[src/rtl/core/gbn_pkg.sv]
// Shared types and codes for the go-back-N sender window control.
// Used by gbn_ctrl, gbn_dpath, go_back_n_sender and tb_top; no dependencies.
`default_nettype none
package gbn_pkg;

	// counters hold a 16-bit sequence plus one
	localparam int CNT_W = 17;

	localparam logic [1:0] ACT_START   = 2'd0;
	localparam logic [1:0] ACT_REPLY   = 2'd1;
	localparam logic [1:0] ACT_TIMEOUT = 2'd2;
	localparam logic [1:0] ACT_RXERR   = 2'd3;

	localparam logic [1:0] RTYPE_ACK = 2'd1;

	localparam logic [1:0] KIND_SEND    = 2'd0;
	localparam logic [1:0] KIND_RUNNING = 2'd1;
	localparam logic [1:0] KIND_OK      = 2'd2;
	localparam logic [1:0] KIND_FAILED  = 2'd3;

	localparam logic CFG_WIN_LEN     = 1'b0;
	localparam logic CFG_FRAME_COUNT = 1'b1;

	// what the output register is loaded from
	typedef enum logic [2:0] {
		SRC_SCAN,
		SRC_NEXT,
		SRC_RUN,
		SRC_END,
		SRC_FAIL
	} emit_src_t;

	typedef struct packed {
		logic      load_in;
		logic      start_clr;
		logic      ack_upd;
		logic      scan_init;
		logic      emit;
		emit_src_t emit_src;
	} gbn_cmd_t;

	typedef struct packed {
		logic [1:0] action;
		logic       finished;
		logic       win_zero;
		logic       scan_lt_next;
		logic       base_done;
		logic       fill_ok;
		logic       out_free;
	} gbn_sts_t;

endpackage
`default_nettype wire

[src/rtl/core/go_back_n_sender.sv]
// Top level of the go-back-N sender window control.
// Joins gbn_ctrl and gbn_dpath; uses gbn_pkg.
//
// Each accepted event (start, reply, timeout, receive error) produces a run
// of send-frame results followed by one status result with last set. The
// block takes one event at a time: in_ready is high only between events.
// Results leave through a registered output at one per cycle while out_ready
// stays high. Besides its results, an event passes through capture, decide,
// end check and the exits of the resend and fill walks, and in those walks
// the sequencer steps one frame index per cycle while the output is free.
// Write the window and frame count registers only while no event is in
// progress.
`default_nettype none
module go_back_n_sender
	import gbn_pkg::*;
#(
	parameter int WINDOW_MAX = 16,
	parameter int SEQ_BITS   = 16
) (
	input  wire logic        clk,
	input  wire logic        arst_n,
	input  wire logic        cfg_we,
	input  wire logic        cfg_index,
	input  wire logic [15:0] cfg_wdata,
	input  wire logic        in_valid,
	output logic             in_ready,
	input  wire logic [1:0]  action,
	input  wire logic        decode_ok,
	input  wire logic [1:0]  reply_type,
	input  wire logic [15:0] reply_seq,
	output logic             out_valid,
	input  wire logic        out_ready,
	output logic [1:0]       kind,
	output logic [15:0]      frame_index,
	output logic             last
);

	gbn_cmd_t cmd;
	gbn_sts_t sts;

	gbn_ctrl u_ctrl (
		.clk      (clk),
		.arst_n   (arst_n),
		.in_valid (in_valid),
		.in_ready (in_ready),
		.sts      (sts),
		.cmd      (cmd)
	);

	gbn_dpath #(
		.WINDOW_MAX (WINDOW_MAX),
		.SEQ_BITS   (SEQ_BITS)
	) u_dpath (
		.clk         (clk),
		.arst_n      (arst_n),
		.cfg_we      (cfg_we),
		.cfg_index   (cfg_index),
		.cfg_wdata   (cfg_wdata),
		.action      (action),
		.decode_ok   (decode_ok),
		.reply_type  (reply_type),
		.reply_seq   (reply_seq),
		.out_valid   (out_valid),
		.out_ready   (out_ready),
		.kind        (kind),
		.frame_index (frame_index),
		.last        (last),
		.cmd         (cmd),
		.sts         (sts)
	);

endmodule
`default_nettype wire

[src/rtl/core/gbn_ctrl.sv]
// Sequencer for the go-back-N sender: walks one event through decide,
// resend, end check, window fill and status. Uses gbn_pkg.
`default_nettype none
module gbn_ctrl
	import gbn_pkg::*;
(
	input  wire logic     clk,
	input  wire logic     arst_n,
	input  wire logic     in_valid,
	output logic          in_ready,
	input  wire gbn_sts_t sts,
	output gbn_cmd_t      cmd
);

	localparam logic [2:0] ST_IDLE   = 3'd0;
	localparam logic [2:0] ST_DECIDE = 3'd1;
	localparam logic [2:0] ST_RESEND = 3'd2;
	localparam logic [2:0] ST_CHECK  = 3'd3;
	localparam logic [2:0] ST_FILL   = 3'd4;
	localparam logic [2:0] ST_RUN    = 3'd5;
	localparam logic [2:0] ST_END    = 3'd6;
	localparam logic [2:0] ST_FAIL   = 3'd7;

	logic [2:0] state_q;
	logic [2:0] state_d;

	assign in_ready = (state_q == ST_IDLE);

	always_comb begin
		state_d  = state_q;
		cmd      = '0;
		cmd.emit_src = SRC_RUN;
		unique case (state_q)
			ST_IDLE: begin
				if (in_valid) begin
					cmd.load_in = 1'b1;
					state_d     = ST_DECIDE;
				end
			end
			ST_DECIDE: begin
				if (sts.finished && sts.action != ACT_START) begin
					state_d = ST_END;
				end else begin
					unique case (sts.action)
						ACT_START: begin
							cmd.start_clr = 1'b1;
							state_d = sts.win_zero ? ST_END : ST_CHECK;
						end
						ACT_REPLY: begin
							cmd.ack_upd = 1'b1;
							state_d     = ST_CHECK;
						end
						ACT_TIMEOUT: begin
							cmd.scan_init = 1'b1;
							state_d       = ST_RESEND;
						end
						default: state_d = ST_FAIL;
					endcase
				end
			end
			ST_RESEND: begin
				if (!sts.scan_lt_next) begin
					state_d = ST_CHECK;
				end else if (sts.out_free) begin
					cmd.emit     = 1'b1;
					cmd.emit_src = SRC_SCAN;
				end
			end
			ST_CHECK: begin
				state_d = sts.base_done ? ST_END : ST_FILL;
			end
			ST_FILL: begin
				if (!sts.fill_ok) begin
					state_d = ST_RUN;
				end else if (sts.out_free) begin
					cmd.emit     = 1'b1;
					cmd.emit_src = SRC_NEXT;
				end
			end
			ST_RUN: begin
				if (sts.out_free) begin
					cmd.emit     = 1'b1;
					cmd.emit_src = SRC_RUN;
					state_d      = ST_IDLE;
				end
			end
			ST_END: begin
				if (sts.out_free) begin
					cmd.emit     = 1'b1;
					cmd.emit_src = SRC_END;
					state_d      = ST_IDLE;
				end
			end
			ST_FAIL: begin
				if (sts.out_free) begin
					cmd.emit     = 1'b1;
					cmd.emit_src = SRC_FAIL;
					state_d      = ST_IDLE;
				end
			end
			default: state_d = ST_IDLE;
		endcase
	end

	always_ff @(posedge clk or negedge arst_n) begin
		if (!arst_n) begin
			state_q <= ST_IDLE;
		end else begin
			state_q <= state_d;
		end
	end

endmodule
`default_nettype wire

[src/rtl/core/gbn_dpath.sv]
// Datapath for the go-back-N sender: window counters, config registers,
// captured event and the output register. Uses gbn_pkg.
`default_nettype none
module gbn_dpath
	import gbn_pkg::*;
#(
	parameter int WINDOW_MAX = 16,
	parameter int SEQ_BITS   = 16
) (
	input  wire logic        clk,
	input  wire logic        arst_n,
	input  wire logic        cfg_we,
	input  wire logic        cfg_index,
	input  wire logic [15:0] cfg_wdata,
	input  wire logic [1:0]  action,
	input  wire logic        decode_ok,
	input  wire logic [1:0]  reply_type,
	input  wire logic [15:0] reply_seq,
	output logic             out_valid,
	input  wire logic        out_ready,
	output logic [1:0]       kind,
	output logic [15:0]      frame_index,
	output logic             last,
	input  wire gbn_cmd_t    cmd,
	output gbn_sts_t         sts
);

	localparam int SEQ_USE = (SEQ_BITS < 16) ? SEQ_BITS : 16;
	localparam int WM_BITS = $clog2(WINDOW_MAX + 1);
	localparam int WIN_W   = (WM_BITS > 5) ? WM_BITS : 5;
	localparam logic [15:0] SEQ_MASK = 16'((17'd1 << SEQ_USE) - 17'd1);
	localparam logic [WIN_W-1:0] WMAX = WIN_W'(WINDOW_MAX);

	logic [4:0]       win_len_q;
	logic [15:0]      frame_count_q;
	logic [CNT_W-1:0] base_q;
	logic [CNT_W-1:0] next_q;
	logic [CNT_W-1:0] scan_q;
	logic             finished_q;

	logic [1:0]  action_q;
	logic        decode_ok_q;
	logic [1:0]  reply_type_q;
	logic [15:0] reply_seq_q;

	logic        out_valid_q;
	logic [1:0]  kind_q;
	logic [15:0] frame_index_q;
	logic        last_q;

	logic [CNT_W-1:0] seq_ext;
	logic [CNT_W-1:0] ack_base;
	logic             ack_hit;
	logic [WIN_W-1:0] ws_ext;
	logic [WIN_W-1:0] eff_win;
	logic [CNT_W:0]   win_end;
	logic [CNT_W-1:0] fc_ext;
	logic [1:0]       end_kind;

	assign seq_ext  = {1'b0, reply_seq_q & SEQ_MASK};
	assign ack_base = seq_ext + CNT_W'(1);
	assign ack_hit  = decode_ok_q && (reply_type_q == RTYPE_ACK) && (seq_ext >= base_q);

	assign ws_ext  = WIN_W'(win_len_q);
	assign eff_win = (ws_ext > WMAX) ? WMAX : ws_ext;
	assign win_end = {1'b0, base_q} + (CNT_W + 1)'(eff_win);
	assign fc_ext  = {1'b0, frame_count_q};
	assign end_kind = (base_q == fc_ext) ? KIND_OK : KIND_FAILED;

	always_comb begin
		sts.action       = action_q;
		sts.finished     = finished_q;
		sts.win_zero     = (win_len_q == 5'd0);
		sts.scan_lt_next = (scan_q < next_q);
		sts.base_done    = (base_q >= fc_ext);
		sts.fill_ok      = (next_q < fc_ext) && ({1'b0, next_q} < win_end);
		sts.out_free     = !out_valid_q || out_ready;
	end

	always_ff @(posedge clk or negedge arst_n) begin
		if (!arst_n) begin
			win_len_q     <= 5'd4;
			frame_count_q <= 16'd0;
		end else if (cfg_we) begin
			unique case (cfg_index)
				CFG_WIN_LEN:     win_len_q     <= cfg_wdata[4:0];
				CFG_FRAME_COUNT: frame_count_q <= cfg_wdata;
				default: ;
			endcase
		end
	end

	// captured event fields
	always_ff @(posedge clk) begin
		if (cmd.load_in) begin
			action_q     <= action;
			decode_ok_q  <= decode_ok;
			reply_type_q <= reply_type;
			reply_seq_q  <= reply_seq;
		end
	end

	always_ff @(posedge clk or negedge arst_n) begin
		if (!arst_n) begin
			base_q     <= '0;
			next_q     <= '0;
			scan_q     <= '0;
			finished_q <= 1'b0;
		end else begin
			if (cmd.start_clr) begin
				base_q     <= '0;
				next_q     <= '0;
				finished_q <= sts.win_zero;
			end
			if (cmd.ack_upd && ack_hit) begin
				base_q <= ack_base;
				// never leave next below the base
				if (next_q < ack_base) begin
					next_q <= ack_base;
				end
			end
			if (cmd.scan_init) begin
				scan_q <= base_q;
			end
			if (cmd.emit) begin
				case (cmd.emit_src)
					SRC_SCAN: scan_q <= scan_q + CNT_W'(1);
					SRC_NEXT: next_q <= next_q + CNT_W'(1);
					SRC_END, SRC_FAIL: finished_q <= 1'b1;
					default: ;
				endcase
			end
		end
	end

	always_ff @(posedge clk or negedge arst_n) begin
		if (!arst_n) begin
			out_valid_q <= 1'b0;
		end else if (cmd.emit) begin
			out_valid_q <= 1'b1;
		end else if (out_ready) begin
			out_valid_q <= 1'b0;
		end
	end

	always_ff @(posedge clk) begin
		if (cmd.emit) begin
			case (cmd.emit_src)
				SRC_SCAN: begin
					kind_q        <= KIND_SEND;
					frame_index_q <= scan_q[15:0];
					last_q        <= 1'b0;
				end
				SRC_NEXT: begin
					kind_q        <= KIND_SEND;
					frame_index_q <= next_q[15:0];
					last_q        <= 1'b0;
				end
				SRC_RUN: begin
					kind_q        <= KIND_RUNNING;
					frame_index_q <= 16'd0;
					last_q        <= 1'b1;
				end
				SRC_END: begin
					kind_q        <= end_kind;
					frame_index_q <= 16'd0;
					last_q        <= 1'b1;
				end
				default: begin
					kind_q        <= KIND_FAILED;
					frame_index_q <= 16'd0;
					last_q        <= 1'b1;
				end
			endcase
		end
	end

	assign out_valid   = out_valid_q;
	assign kind        = kind_q;
	assign frame_index = frame_index_q;
	assign last        = last_q;

endmodule
`default_nettype wire

[config.mk]
export PLATFORM = sky130hd
export DESIGN_NAME = go_back_n_sender
export DESIGN_NICKNAME = d
export VERILOG_FILES = /design/src/rtl/core/gbn_pkg.sv /design/src/rtl/core/go_back_n_sender.sv /design/src/rtl/core/gbn_ctrl.sv /design/src/rtl/core/gbn_dpath.sv
export SDC_FILE = /design/constraint.sdc
export NUM_CORES = 1
export LEC_CHECK = 0
export ABC_AREA = 0
export BUFFER_PORTS_ARGS = -buffer_cell sky130_fd_sc_hd__buf_2
export CAP_MARGIN = 20
export CORE_UTILIZATION = 45
export DETAILED_ROUTE_END_ITERATION = 8
export PLACE_DENSITY = 0.62
export SLEW_MARGIN = 20
export SYNTH_ARGS = -nofsm -noshare
export SYNTH_HDL_FRONTEND = slang
export SYNTH_SLANG_ARGS = --single-unit
[constraint.sdc]
create_clock -name clk -period 9.87 [get_ports clk]
set_clock_uncertainty 0.15 [all_clocks]
set_input_delay 1.4805 -clock clk [delete_from_list [all_inputs] [get_ports clk]]
set_output_delay 1.4805 -clock clk [all_outputs]
set_load 0.005 [all_outputs]
==> results of run 1 <==
==> cell usage after synthesis (6+ instances only) <==
library cell	number	share of area
o211ai_2	9	0.013
nor2b_1	11	0.0082
nor2_1	67	0.030
clkbuf_1	14	0.0062
and4_1	6	0.0062
ha_1	108	0.16
nor3_1	22	0.013
mux2_2	23	0.031
inv_1	62	0.028
dfrtp_1	76	0.23
nand3_1	51	0.030
xnor2_1	15	0.016
xor2_1	13	0.013
nor2_2	9	0.0067
nand2b_1	9	0.0067
nor4_1	8	0.0059
nand4_1	17	0.013
a21oi_1	55	0.033
o21a_1	6	0.0053
nand2_1	58	0.026
and3_1	10	0.0074
o211ai_1	7	0.0062
mux2i_1	19	0.023
o21ai_0	56	0.033
edfxtp_1	40	0.14
a21o_1	9	0.0080
a211oi_1	16	0.014
==> worst max-delay path by stage <==
stage,start,to,cells after the start
global route,u_dpath.win_len_q[4],u_dpath.next_q[15],20
finish,u_dpath.win_len_q[4],u_dpath.next_q[7],20
global placement,u_dpath.win_len_q[4],u_dpath.frame_index[13],20
CTS,u_dpath.win_len_q[4],u_dpath.frame_index[9],20
floorplan,u_dpath.win_len_q[4],u_dpath.frame_index[0],20
detailed placement,u_dpath.win_len_q[4],u_dpath.frame_index[9],20
==> registers in the layout, indices dropped and copies added (netlist names), 2 cells and up <==
register	flops
u_ctrl.state_q	3
u_dpath.next_q	17
u_dpath.frame_count_q	16
u_dpath.reply_seq_q	16
u_dpath.action_q	2
u_dpath.scan_q	17
u_dpath.frame_index	16
u_dpath.kind	2
u_dpath.reply_type_q	2
u_dpath.win_len_q	5
u_dpath.base_q	17
==> power by group through the flow <==
stage	Combinational, mW	Clock (mW)	Sequential [mW]
finish	1.00	0.626	0.870
detailed placement	0.988	0	0.874
CTS	1.00	0.633	0.866
global placement	0.974	0	0.876
global route	1.13	0.657	0.891
floorplan	0.777	0	0.787
==> kinds of logic (layout without fill, tap and decap cells) <==
group | after synthesis | count (layout) | synth area share
and+or+nand+nor | 294 | 294 | 0.1781
buffers and inverters | 85 | 161 | 0.04401
xor gates and xnor gates | 28 | 28 | 0.02905
AOI/OAI and AO/OA | 203 | 203 | 0.1626
muxes | 42 | 42 | 0.05320
DFF | 117 | 117 | 0.3706
adders and majority gates | 109 | 109 | 0.1624
==> stage by stage <==
step	total power, mW	util	setup slack (ps)
finish	2.500	0.5256	4339
detailed placement	1.862	0.4921	4269
global placement	1.850	0.4921	4403
floorplan	1.564	-	4777
CTS	2.498	0.5246	4247
global route	2.682	0.5256	3766
==> layer usage <==
metal / global-route usage / part of all wire / up-vias
met2: 0.3785 / 0.43 / 276
met4: 0.1152 / 0.039 / 0
li1: - / - / 3384
met1: 0.3494 / 0.47 / 3339
met3: 0.05490 / 0.060 / 49
met5: 0 / 0 / -
==> cell type report <==
class	count	area, sq um
Sequential cell	117	3129
Tap cell	229	286.5
Inverter	62	232.7
Multi-Input combinational cell	676	4945
Timing Repair Buffer	67	355.3
Clock inverter	14	160.2
Clock buffer	18	429.2
Fill cell	1629	8610
==> results.yml, run 1 <==
yosys:
  ys_warn_count: 0
  synth_edf_count: 40
  synth_flop_cell: "dfrtp_1"
  ys_async_sr_fraction: 0.6581
  synth_seq_cells: 117
  ys_types: 69
  ys_seq_area_frac: 0.3706
  syn_nets: 1030
  synth_area_sq_mm: 0.008443
  avgSynthCellArea_sq_um: 9.616
  netlist_instances: 878
global_route:
  antenna_found_initial: 0
  grt.total_usage: 0.2530
  overflow: 0
  grt_pass1_vias: 6737
  grt_pass1_wl_um: 37030
  grt_max_degree: 78
finish:
  area_growth_pct: 12.97
  final_common_cell: "ha_1"
  antenna_cells: 0
  layout.nets: 1093
  drive_above_1_share: 0.1656
  design_area_sq_mm: 0.009538
  fin_cells: 1183
  final_cell_mix: "ha_1 (108), dfrtp_1 (76), nor2_1 (67)"
placement:
  dpl.hpwl_um: 17110
  dpl_cell_area_sq_mm: 0.008931
  numPlacedInstances: 1150
  globalplace.congestion: 0.9651
  port_buffers: 63
clock_network:
  cts_root_buf: "clkbuf_16"
  post_cts_resized: 0
  cts_max_level: 4
  clock_path_buffers: 2
  clkLatencyLatePin_ps: 430
  clock_sinks: 117
  postCtsSetupRepairBufs: 0
  clk_pin_slew_ps: 60
  hold_buffers: 0
  numCtsBuffers: 17
  cts_tree: "yes"
min_path:
  worstHoldPathCells: 1
  hold_start: "u_dpath.frame_count_q[3]"
  hp-class: "reg -> reg"
  worstHoldEndpoint: "u_dpath.frame_count_q[3]"
floorplanning:
  die_h_um: 139.0
  start_util: 0.4653
  ios: 64
  die_w_um: 139.0
  rows: 49
  core_sq_mm: 0.01815
  die_area_sq_mm: 0.01931
power_and_ir_drop:
  pwr-share-seq: 0.348
  swShare: 0.4076
  p_clk_frac: 0.251
  pwr-share-comb: 0.401
  p_leak_nw: 4.175
  ir_drop_mv: 0.1394
  p_int_mw: 1.481
  power-per-cell-area_mw_per_mm2: 262.1
  p_sw_mw: 1.019
setup_path:
  start_kind: "register"
  path_cells: "nor2b_1 -> ha_1 -> inv_1 -> fa_1 -> nor2b_1 -> o21ai_0 -> a21oi_1 -> o21ai_0 -> nor4_1 -> nand2_1 -> nor4_1 -> xnor2_1 -> ha_1 -> o21ai_0 -> a21oi_1 -> o32ai_1 -> o21ai_0 -> a31oi_4 -> nand2b_1 -> o211ai_2"
  cp-end-kind: "register"
  critPathBufInv: 1
  path_max_fanout: 19
  rrSetupSlack_ps: 4340
  rr_startpoint: "u_dpath.win_len_q[4]"
  critPathArrivalTime_ps: 5660
  critPathTopFamily: "compound AO/OA/AOI/OAI gates"
  worst-endpoint-required_ps: 10000
  path_common_cell: "o21ai_0"
  max_stage_delay_ps: 530
  crit_type: "reg -> reg"
  cp_slowest_cell: "nand2b_1"
  r2r-end: "u_dpath.next_q[7]"
  rr_worst_depth: 20
drt:
  drc: 3
  vias: 7048
  wl_per_cell_um: 19.57
  viasPerCell: 5.958
  wl_um: 23150
  firstDrtPassIters: 9
  ant_nets: 0
  drtIter0Drc: 664
timing:
  rsz0062_at_grt: "no"
  finalCriticalPeriod_ps: 5531
  setup_violations: 0
  relSlewSlack: 0.3105
  period_share: 0.5604
  holdWs_ps: 355.8
  worst_pin_slew_ps: 1034
  finalMaxSlewViolations: 0
  finalHoldViolations: 0
  setup_tns_ps: 0
  fmax_mhz: 180.8
outcome:
  status: "finished with violations"
  violations: "DRC"
flow_run:
  cap_violations: 0
Power figures use the tool's default switching activity.
==> run 2, diff against run 1 <==
--- a/config.mk
+++ b/config.mk
@@ -10,7 +10,7 @@
 export CAP_MARGIN = 20
 export CORE_UTILIZATION = 45
 export DETAILED_ROUTE_END_ITERATION = 8
-export PLACE_DENSITY = 0.62
+export PLACE_DENSITY = 0.64
 export SLEW_MARGIN = 20
 export SYNTH_ARGS = -nofsm -noshare
 export SYNTH_HDL_FRONTEND = slang
==> constraint.sdc (replaced) <==
create_clock -name clk -period 4.8 [get_ports clk]
set_clock_uncertainty 0.15 [all_clocks]
set_input_delay 0.72 -clock clk [delete_from_list [all_inputs] [get_ports clk]]
set_output_delay 0.72 -clock clk [all_outputs]
set_load 0.005 [all_outputs]
==> results.yml, run 2 (synthesis gave the netlist of run 1 again) <==
finish:
  fin_util: 0.5496
  largestRegisters: "u_dpath.base_q (17), u_dpath.next_q (17), u_dpath.scan_q (17)"
  design_area_sq_mm: 0.009975
  final_cell_mix: "ha_1 (106), dfrtp_1 (76), nor2_1 (66)"
  drive_above_1_share: 0.2104
  fillers: 1612
  area_growth_pct: 18.14
  antenna_cells: 0
  final_common_cell: "ha_1"
  layout.nets: 1123
floorplanning:
  ios: 64
  die_w_um: 139.0
  start_util: 0.4653
  die_h_um: 139.0
  core_sq_mm: 0.01815
  die_area_sq_mm: 0.01931
  rows: 49
global_route:
  antenna_found_initial: 0
  grt_max_degree: 78
  grt_pass1_vias: 6657
  grt.total_usage: 0.2514
  overflow: 0
  grt_pass1_wl_um: 36630
clock_network:
  numCtsBuffers: 17
  cts_root_buf: "clkbuf_16"
  cts_max_level: 4
  clkLatencyLatePin_ps: 430
  clock_path_buffers: 2
  cts_tree: "yes"
  clk_pin_slew_ps: 60
  clock_sinks: 117
placement:
  dpl_cell_area_sq_mm: 0.009179
  globalplace.congestion: 0.9108
  port_buffers: 63
  dpl.hpwl_um: 17290
setup_path:
  path_max_fanout: 8
  cp-end-kind: "register"
  worst-endpoint-required_ps: 4820
  crit_type: "reg -> reg"
  critPathArrivalTime_ps: 4730
  start_kind: "register"
outcome:
  status: "completed"
power_and_ir_drop:
  pwr-share-seq: 0.319
  p_clk_frac: 0.242
  p_int_mw: 3.337
  p_leak_nw: 4.341
  p_sw_mw: 2.197
  swShare: 0.3969
  power-per-cell-area_mw_per_mm2: 554.8
  ir_drop_mv: 0.3075
  finalPower_mw: 5.534
  pwr-share-comb: 0.439
drt:
  drc: 0
  firstDrtPassIters: 7
  drtIter0Drc: 618
  vias: 7127
  ant_nets: 0
  wl_per_cell_um: 19.48
  wl_um: 23620
  viasPerCell: 5.876
timing:
  finalCriticalPeriod_ps: 4705
  worst_pin_slew_ps: 933.2
  fmax_mhz: 212.6
  finalMaxSlewViolations: 0
  relSlewSlack: 0.3779
  period_share: 0.9802
  finalHoldViolations: 0
  setup_violations: 0
min_path:
  hp-class: "in -> async"
flow_run:
  cap_violations: 0
[run 2: cell types whose count changed in the layout (fill, tap and decap cells not counted), sizes merged]
cell	change
inv	-1
clkinvlp	+4
bufinv	+1
clkinv	-4
buf	+28
clkbuf	+2
[run 2: layer usage]
layer / global-route usage / routed length, um
met5: 0 / 0
met3: 0.05663 / 1588
met1: 0.3439 / 10740
met4: 0.09006 / 724
met2: 0.3900 / 10570
[run 2: power by group through the flow]
stage	combinational, mW	sequential (mW)	clock [mW]
3_3_place_gp	2.16	1.75	0
5_1_grt	2.70	1.79	1.41
3_5_place_dp	2.20	1.76	0
4_1_cts	2.23	1.74	1.35
6_report	2.43	1.76	1.34
2_1_floorplan	1.60	1.62	0
[run 2: worst max-delay path: stages, from the launching register on]
cell	delay [ps]
dfrtp_1	410
nor2b_1	150
ha_2	200
inv_1	50
fa_2	350
nor2b_2	140
o21ai_2	70
a21oi_2	160
o21ai_2	80
nor4_2	220
nand2_1	170
nor2_1	160
xnor2_1	100
ha_2	340
o211ai_1	110
a21oi_2	280
a2111oi_4	80
o31a_2	430
o21ai_4	300
clkbuf_16	230
mux2i_1	210
nor2_1	60
[run 2: final timing paths]
kind	from	to	cells after the start	slack (ps)
min in group clk	reply_seq[10]	u_dpath.reply_seq_q[10]	1	320
worst max-delay path	u_dpath.win_len_q[4]	u_dpath.frame_index[4]	21	100
worst max register to register	u_dpath.win_len_q[4]	u_dpath.frame_index[4]	21	100
max in group asynchronous	arst_n	u_dpath.base_q[9]	1	3780
worst min register to register	u_dpath.frame_count_q[3]	u_dpath.frame_count_q[3]	1	360
worst min-delay path	arst_n	u_dpath.frame_count_q[5]	1	160
[run 2: per-stage QoR]
step                      TNS [ps]  cells  hold slack, ps  setup slack [ps]
after global routing         -2785   1213           231.7            -151.0
after detailed placement    -295.8   1176           348.5            -46.76
final                            0   1213           161.5             95.25
after global placement           0   1176           338.1             80.77
after floorplan                  0    878           274.4             9.636
after CTS                    -1242   1210           307.9            -62.70
[run 2: repair_timing]
item                                    CTS  global route
pin swaps                                 1            10
hold buffers                              0             0
setup buffers                             2             1
endpoints found under the setup margin   30            57
gates cloned                              0             2
endpoints found under the hold margin     0             0
resized for setup                         0            24
[run 2: layout make-up]
cell class                 instances  area (sq um)  share of cell area
timing repair buffer              97         661.9             0.06636
tap                              229         286.5             0.02873
clock inverter                    14         185.2             0.01857
clock buffer                      18         429.2             0.04303
sequential                       117          3129              0.3137
inverter                          62         232.7             0.02333
multi-input combinational        676          5050              0.5063
==> run 3, diff against run 2 <==
--- a/config.mk
+++ b/config.mk
@@ -11,6 +11,7 @@
 export CORE_UTILIZATION = 45
 export DETAILED_ROUTE_END_ITERATION = 8
 export PLACE_DENSITY = 0.64
+export RECOVER_POWER = 25
 export SLEW_MARGIN = 20
 export SYNTH_ARGS = -nofsm -noshare
 export SYNTH_HDL_FRONTEND = slang
==> results.yml, run 3 (synthesis gave the netlist of run 1 again) <==
outcome:
  status: "finished with violations"
  violations: "capacitance limit, slew limit"
min_path:
  hp-class: "in -> reg"
  hold_start: "reply_seq[10]"
setup_path:
  rr_startpoint: "u_dpath.win_len_q[4]"
  cp-end-kind: "register"
  crit_start: "u_dpath.win_len_q[4]"
  start_kind: "register"
  path_max_fanout: 8
  crit_type: "reg -> reg"
  cp_slowest_cell: "o31a_2"
  critPathTopFamily: "compound AO/OA/AOI/OAI gates"
  max_stage_delay_ps: 430
  worst-endpoint-required_ps: 4820
  critPathArrivalTime_ps: 4730
  critPathBufInv: 2
  path_cells: "nor2b_1 -> ha_2 -> inv_1 -> fa_2 -> nor2b_2 -> o21ai_2 -> a21oi_2 -> o21ai_2 -> nor4_2 -> nand2_1 -> nor2_1 -> xnor2_1 -> ha_2 -> o211ai_1 -> a21oi_2 -> a2111oi_4 -> o31a_2 -> o21ai_4 -> clkbuf_16 -> mux2i_1 -> nor2_1"
timing:
  setup_violations: 0
  worst_pin_slew_ps: 2062
  period_share: 0.9804
  relSlewSlack: -0.3745
  holdWs_ps: 317.1
  finalMaxSlewViolations: 78
  fmax_mhz: 212.5
  finalCriticalPeriod_ps: 4706
  finalHoldViolations: 0
  worst_slack_ps: 93.98
clock_network:
  cts_root_buf: "clkbuf_16"
  clkLatencyLatePin_ps: 430
  clk_pin_slew_ps: 60
  clock_sinks: 117
  hold_buffers: 0
  numCtsBuffers: 17
  cts_tree: "yes"
  clock_path_buffers: 2
  cts_max_level: 4
floorplanning:
  die_w_um: 139.0
  ios: 64
  die_area_sq_mm: 0.01931
  core_sq_mm: 0.01815
  start_util: 0.4653
  rows: 49
  die_h_um: 139.0
finish:
  layout.nets: 1123
  design_area_sq_mm: 0.009968
  final_common_cell: "ha_1"
  largestRegisters: "u_dpath.base_q (17), u_dpath.next_q (17), u_dpath.scan_q (17)"
  area_growth_pct: 18.06
  antenna_cells: 0
  fin_cells: 1213
  drive_above_1_share: 0.2104
  final_cell_mix: "ha_1 (106), dfrtp_1 (76), nor2_1 (66)"
placement:
  numPlacedInstances: 1176
  dpl_cell_area_sq_mm: 0.009179
  dpl.hpwl_um: 17290
  place_ws_ps: -46.76
  globalplace.congestion: 0.9108
  port_buffers: 63
power_and_ir_drop:
  power-per-cell-area_mw_per_mm2: 555.1
  finalPower_mw: 5.534
  ir_drop_mv: 0.3075
  p_leak_nw: 4.339
global_route:
  grt_max_degree: 78
  grt.total_usage: 0.2514
  grt_pass1_wl_um: 36630
  antenna_found_initial: 0
  overflow: 0
  grt_pass1_vias: 6657
drt:
  viasPerCell: 5.876
  drtIter0Drc: 609
  firstDrtPassIters: 7
  drc: 0
  wl_um: 23640
  vias: 7128
  ant_nets: 0
  wl_per_cell_um: 19.49
flow_run:
  cap_violations: 1
[run 3: cell count changes in the layout (fill, tap and decap cells not counted), sizes merged]
| cell | change |
|---|---|
| buf | -1 |
| clkbuf | +1 |
[run 3: where the power goes]
| part | total, mW | switching (mW) | internal, mW |
|---|---|---|---|
| clock | 1.34 | 0.476 | 0.862 |
| combinational | 2.43 | 1.33 | 1.10 |
| sequential | 1.77 | 0.394 | 1.37 |
| total | 5.53 | 2.20 | 3.34 |
[run 3: worst register-to-register path, cell delays in order, from the launching register on]
cell       delay, ps
dfrtp_1          410
nor2b_1          150
ha_2             200
inv_1             50
fa_2             350
nor2b_2          140
o21ai_2           70
a21oi_2          160
o21ai_2           80
nor4_2           220
nand2_1          170
nor2_1           160
xnor2_1          100
ha_2             350
o211ai_1         110
a21oi_2          280
a2111oi_4         80
o31a_2           430
o21ai_4          300
clkbuf_16        230
mux2i_1          210
nor2_1            60
[run 3: what timing repair did]
| action | CTS | global route |
|---|---|---|
| gates resized for setup | 0 | 24 |
| endpoints found under the setup margin | 30 | 57 |
| pin swaps | 1 | 10 |
| buffers inserted | 2 | 1 |
| gates cloned | 0 | 2 |
[run 3: final timing paths]
kind	endpoint	slack, ps	depth (start not counted)
max in group asynchronous	u_dpath.base_q[9]	2550	1
min in group asynchronous	u_dpath.frame_count_q[5]	700	1
max reg2reg	u_dpath.frame_index[4]	90	21
min	u_dpath.reply_seq_q[10]	320	1
max	u_dpath.frame_index[4]	90	21
min reg2reg	u_dpath.frame_count_q[3]	360	1
[run 3: per-layer routing]
layer,global-route usage,routed length [um]
met1,0.3439,10780
met2,0.3900,10590
met3,0.05663,1558
met4,0.09006,705
met5,0,0
[run 3: area by class of cell]
class	count	area, sq um
fill	1612	8179
clock buffer	18	429.2
clock inverter	14	185.2
inverter	62	232.7
tap	229	286.5
multi-input combinational	676	5050
sequential	117	3129
timing repair buffer	97	655.6
[run 3: per-stage QoR]
| step | TNS, ps | util |
|---|---|---|
| final | 0 | 0.5493 |
| after global routing | -2785 | 0.5493 |
| after CTS | -1242 | 0.5405 |
| after detailed placement | -295.8 | 0.5058 |
| after global placement | 0 | 0.5058 |
| after floorplan | 0 | - |
